--- config.mk ---
export PLATFORM = sky130hd
export DESIGN_NAME = fdmd_alu
export DESIGN_NICKNAME = d
export VERILOG_FILES = /design/src/hdl/fdmd_pkg.sv /design/src/hdl/fdmd_alu.sv
export SDC_FILE = /design/constraint.sdc
export NUM_CORES = 1
export LEC_CHECK = 0
export BUFFER_PORTS_ARGS = -buffer_cell sky130_fd_sc_hd__clkbuf_2
export CORE_MARGIN = 1.5
export CORE_UTILIZATION = 56
export DETAILED_ROUTE_END_ITERATION = 10
export PLACE_DENSITY = 0.95
export SYNTH_ARGS = -nofsm -noshare
export SYNTH_HDL_FRONTEND = slang
export SYNTH_SLANG_ARGS = --single-unit
export TNS_END_PERCENT = 1
--- constraint.sdc ---
create_clock -name vclk -period 3.1
set_clock_uncertainty 0.05 [all_clocks]
set_input_delay 0.31 -clock vclk [all_inputs]
set_output_delay 0.31 -clock vclk [all_outputs]
set_load 0.01 [all_outputs]
--- src/hdl/fdmd_pkg.sv ---
// Shared types and constants for the frame-difference motion detector.
// Used by fdmd_alu and frame_difference_motion_detector_unit; no dependencies.
package fdmd_pkg;

  localparam int PIX_W      = 8;
  localparam int CNT_W      = 18;
  localparam int FRAC_W     = 17;
  localparam int FRAC_BITS  = 16;
  localparam int ALU_W      = CNT_W + 1;
  localparam int WARMUP_W   = 3;
  localparam int CFG_IDX_W  = 2;
  localparam int CFG_DATA_W = 18;

  localparam int DEF_MAX_PIXELS  = 131072;
  localparam int DEF_WARMUP_SKIP = 6;

  localparam logic [PIX_W-1:0]  RST_DIFF_THRESHOLD   = PIX_W'(100);
  localparam logic [CNT_W-1:0]  RST_NOISE_MIN_PIXELS = CNT_W'(10);
  localparam logic [CNT_W-1:0]  RST_FRAME_PIXELS     = CNT_W'(76800);
  localparam logic [CNT_W-1:0]  COUNT_MAX            = {CNT_W{1'b1}};
  localparam logic [FRAC_W-1:0] FRAC_ONE             = FRAC_W'(1) << FRAC_BITS;

  typedef enum logic [CFG_IDX_W-1:0] {
    CFG_DIFF_THRESHOLD   = 2'd0,
    CFG_NOISE_MIN_PIXELS = 2'd1,
    CFG_FRAME_PIXELS     = 2'd2
  } cfg_reg_t;

  typedef enum logic {
    ALU_SUB,
    ALU_ABSDIFF
  } alu_op_t;

  typedef struct packed {
    logic [ALU_W-1:0] result;
    logic             borrow;
  } alu_res_t;

endpackage

--- src/hdl/fdmd_alu.sv ---
// Shared subtract unit: a minus b with borrow, or the absolute difference.
// Depends on fdmd_pkg.
module fdmd_alu (
  input  fdmd_pkg::alu_op_t           op,
  input  logic [fdmd_pkg::ALU_W-1:0]  a,
  input  logic [fdmd_pkg::ALU_W-1:0]  b,
  output fdmd_pkg::alu_res_t          res
);
  import fdmd_pkg::*;

  logic [ALU_W:0] a_minus_b;
  logic [ALU_W:0] b_minus_a;

  assign a_minus_b = {1'b0, a} - {1'b0, b};
  assign b_minus_a = {1'b0, b} - {1'b0, a};

  always_comb begin
    res.borrow = a_minus_b[ALU_W];
    unique case (op)
      ALU_SUB:     res.result = a_minus_b[ALU_W-1:0];
      ALU_ABSDIFF: res.result = a_minus_b[ALU_W] ? b_minus_a[ALU_W-1:0]
                                                 : a_minus_b[ALU_W-1:0];
      default:     res.result = a_minus_b[ALU_W-1:0];
    endcase
  end

endmodule

Word level (Yosys, flattened, before mapping)
Index checks and enable logic that the tools add are counted.
Widths: inputs -> output; s select.
{"block": "word_totals", "register_bits": 0}
{"block": "classes", "n_addsub": 2, "muxes": 2, "bitwise_logic": 1}
{"op": "$pmux 19 s2", "count": 1}
{"op": "$sub 19x19->20", "count": 1}
{"op": "$mux 19", "count": 1}
{"op": "$sub 19x19->19", "count": 1}
{"op": "$not 1->1", "count": 1}

Logic depth before layout (Yosys ltp)
{"block": "logic_depth", "ltp_word": 3, "ltp_mapped": 14, "mapped_depth_nobuf": 11}

Worst setup path before layout
Ideal clock, no wire load.
{"block": "synth_path", "path_type": "input port to output port", "from": "in a[8] (netlist name)", "to": "out res[18] (netlist name)", "arrival_ns": 2.519, "required_time_ns": 2.740, "slack_ns": 0.221, "path_stages": 12, "path_buffers": 2, "path_cell_list": "inv_1 ha_1 buf_6 and4_4 buf_6 and4_4 a21oi_4 a21oi_4 nor2_4 mux2_2 a22o_1 a221oi_1"}
{"element": "start, declared", "line_no": "fdmd_alu.sv:5", "rtl": "input logic [fdmd_pkg::ALU_W-1:0] a,"}
{"element": "end, declared", "line_no": "fdmd_alu.sv:7", "rtl": "output fdmd_pkg::alu_res_t res"}

==> flow_summary.yaml <==
status:
  status: "finished with violations"
  violations: "setup timing"
place:
  placed_area_um2: 2510
  io_buffers: 59
  gp_congestion: 0.992
  dp_cells: 405
  dp_hpwl_um: 4690
synth:
  synth.avg_cell_area_um2: 7.14
  syn_area_um2: 2110
  synth_warnings: 0
  ys_seq_area_share_pct: 0
  syn-num-nets: 373
  ys_types: 56
  syn-instance-count: 295
route:
  ant_nets: 0
  post-route-drc-count: 0
  wire_per_inst_um: 15.5
  dr.pass1.iters: 5
  wirelength_um: 6290
  drtIter0Drc: 273
  via_per_inst: 6.26
  vias: 2549
setup_path:
  worst_path_most_repeated_cell: "a21oi_1"
  crit_path_max_incr_delay_ns: 0.37
  required_ns: 2.74
  crit_family: "compound AO/OA/AOI/OAI gates"
  cp_max_fo: 4
  cp-end-kind: "output pin"
  path_buf_inv: 3
  startpoint_type: "primary input"
  cp_slowest_cell: "mux2_2"
  crit_arrival_ns: 2.81
  crit_start: "a[10]"
  path_cells: "clkbuf_2, inv_1, ha_1, a21oi_1, o21ai_1, a21oi_1, a21oi_4, nor2_4, mux2_2, a221oi_2, xnor2_1, buf_2"
  worst-setup-path-type: "in -> out"
layout:
  seq_cells: 0
  fill_cells: 266
  stdcell_area_um2: 2610
  n_clock_buffer: 0
  num-nets-final: 439
  mostFrequentLayoutCells: "clkbuf_2 (55), inv_1 (40), ha_1 (35)"
  drive_gt1_share_pct: 31.5
  syn_to_final_growth_pct: 23.6
  utilization_pct: 71.7
  seq_area_um2: 0
  num_antenna_cells: 0
  fin_cells: 407
  mostFrequentLayoutCell: "clkbuf_2"
floorplan:
  rows: 22
  die_area_um2: 4140
  die_width_um: 64.3
  start_util_pct: 58.0
  ios: 59
  core_um2: 3630
  die_h_um: 64.3
sta:
  layout_min_cycle_time_ns: 3.17
  setup_viol: 5
  slew_violations: 0
  relSlewSlack_pct: 70.7
  fin_ws_ns: -0.0727
  max_slew.worst_pin.slew_ns: 0.436
  fmax_mhz: 315
  rsz0062_at_grt: "true"
  timing_hold_violations_final: 0
  fin_crit_sh_pct: 102
  finalHoldWorstSlack_ns: 0.926
job:
  cap_violations: 0
global_routing:
  grt_pass1_vias: 2309
  gr-total-overflow: 0
  grt_max_degree: 13
  grtUsageTotal_pct: 27.7
  grt_pass1_wl_um: 9780
  antenna_found_initial: 0
power:
  powerDensity_nw_per_um2: 237
  finalPower_w: 0.000618
  max-vdd-ir-drop_mv: 0.165
  static-leakage-power_nw: 1.43
hold_path:
  hp-start: "b[0]"
  hp-class: "in -> out"
clocking:
  holdBufCountCts: 0
-- what timing repair did --
action	4_1_cts	5_1_grt
gates cloned	0	0
pin swaps	0	9
endpoints found under the setup margin	6	13
buffers inserted	0	2
gates resized for setup	4	23
hold endpoints to repair	0	0
-- synth_stat cells, drive strengths merged, types with 3 or more instances --
| library cell | count | area share (%) |
|---|---|---|
| a211oi | 6 | 2.4 |
| a21o | 13 | 4.6 |
| a21oi | 32 | 8.7 |
| a221oi | 3 | 1.5 |
| a31oi | 8 | 2.4 |
| and2 | 4 | 1.2 |
| and3 | 5 | 1.5 |
| and4 | 4 | 1.9 |
| buf | 11 | 4.0 |
| clkbuf | 9 | 1.8 |
| ha | 37 | 22 |
| inv | 41 | 7.3 |
| mux2 | 4 | 2.3 |
| mux2i | 6 | 2.9 |
| nand2 | 15 | 2.7 |
| nand3 | 6 | 1.4 |
| nor2 | 8 | 1.8 |
| nor2b | 6 | 1.8 |
| nor3 | 7 | 1.7 |
| o21a | 7 | 2.5 |
| o21ai | 15 | 3.6 |
| o31ai | 5 | 1.8 |
| or2 | 3 | 0.89 |
| xnor2 | 7 | 2.9 |
| xor2 | 9 | 3.7 |
-- stage by stage --
step           setup TNS [ns]  setup slack [ns]
2_1_floorplan               0             0.221
3_3_place_gp                0            0.0583
3_5_place_dp           -0.179           -0.0558
4_1_cts                     0            0.0123
5_1_grt                 -1.43            -0.210
6_report               -0.211           -0.0727
-- cell type report --
class | instances | area [µm²] | area share (%)
tap | 48 | 60.1 | 2.31
multi-input combinational | 234 | 1900 | 72.9
timing repair buffer | 84 | 493 | 18.9
inverter | 41 | 154 | 5.91
-- path summary, 6_finish.rpt --
path / end / slack, ns / depth (start not counted)
worst max-delay path: res[5] / -0.07 / 12
worst min-delay path: res[1] / 0.93 / 4
-- cell families after synthesis --
family / share of synthesized area [%]
AO/OA/AOI/OAI: 34.4
AND/OR/NAND/NOR: 16.9
buffers and inverters: 13.1
adder cells (fa/ha/maj): 23.9
XOR/XNOR: 6.65
multiplexers: 5.17
-- per-layer routing --
layer | vias up | track usage [%] | part of all wire, %
met5 | - | 0 | 0
met4 | 0 | 6.65 | 3.5
met3 | 35 | 0.704 | 7.8
met2 | 178 | 52.1 | 49
met1 | 1159 | 34.7 | 40
li1 | 1177 | - | -
-- where the power goes --
part / total, W / internal (W) / switching, W
Combinational: 0.000618 / 0.000274 / 0.000344
Clock: 0 / 0 / 0
Sequential: 0 / 0 / 0
Total: 0.000618 / 0.000274 / 0.000344
(Power assumes the default switching activity.)
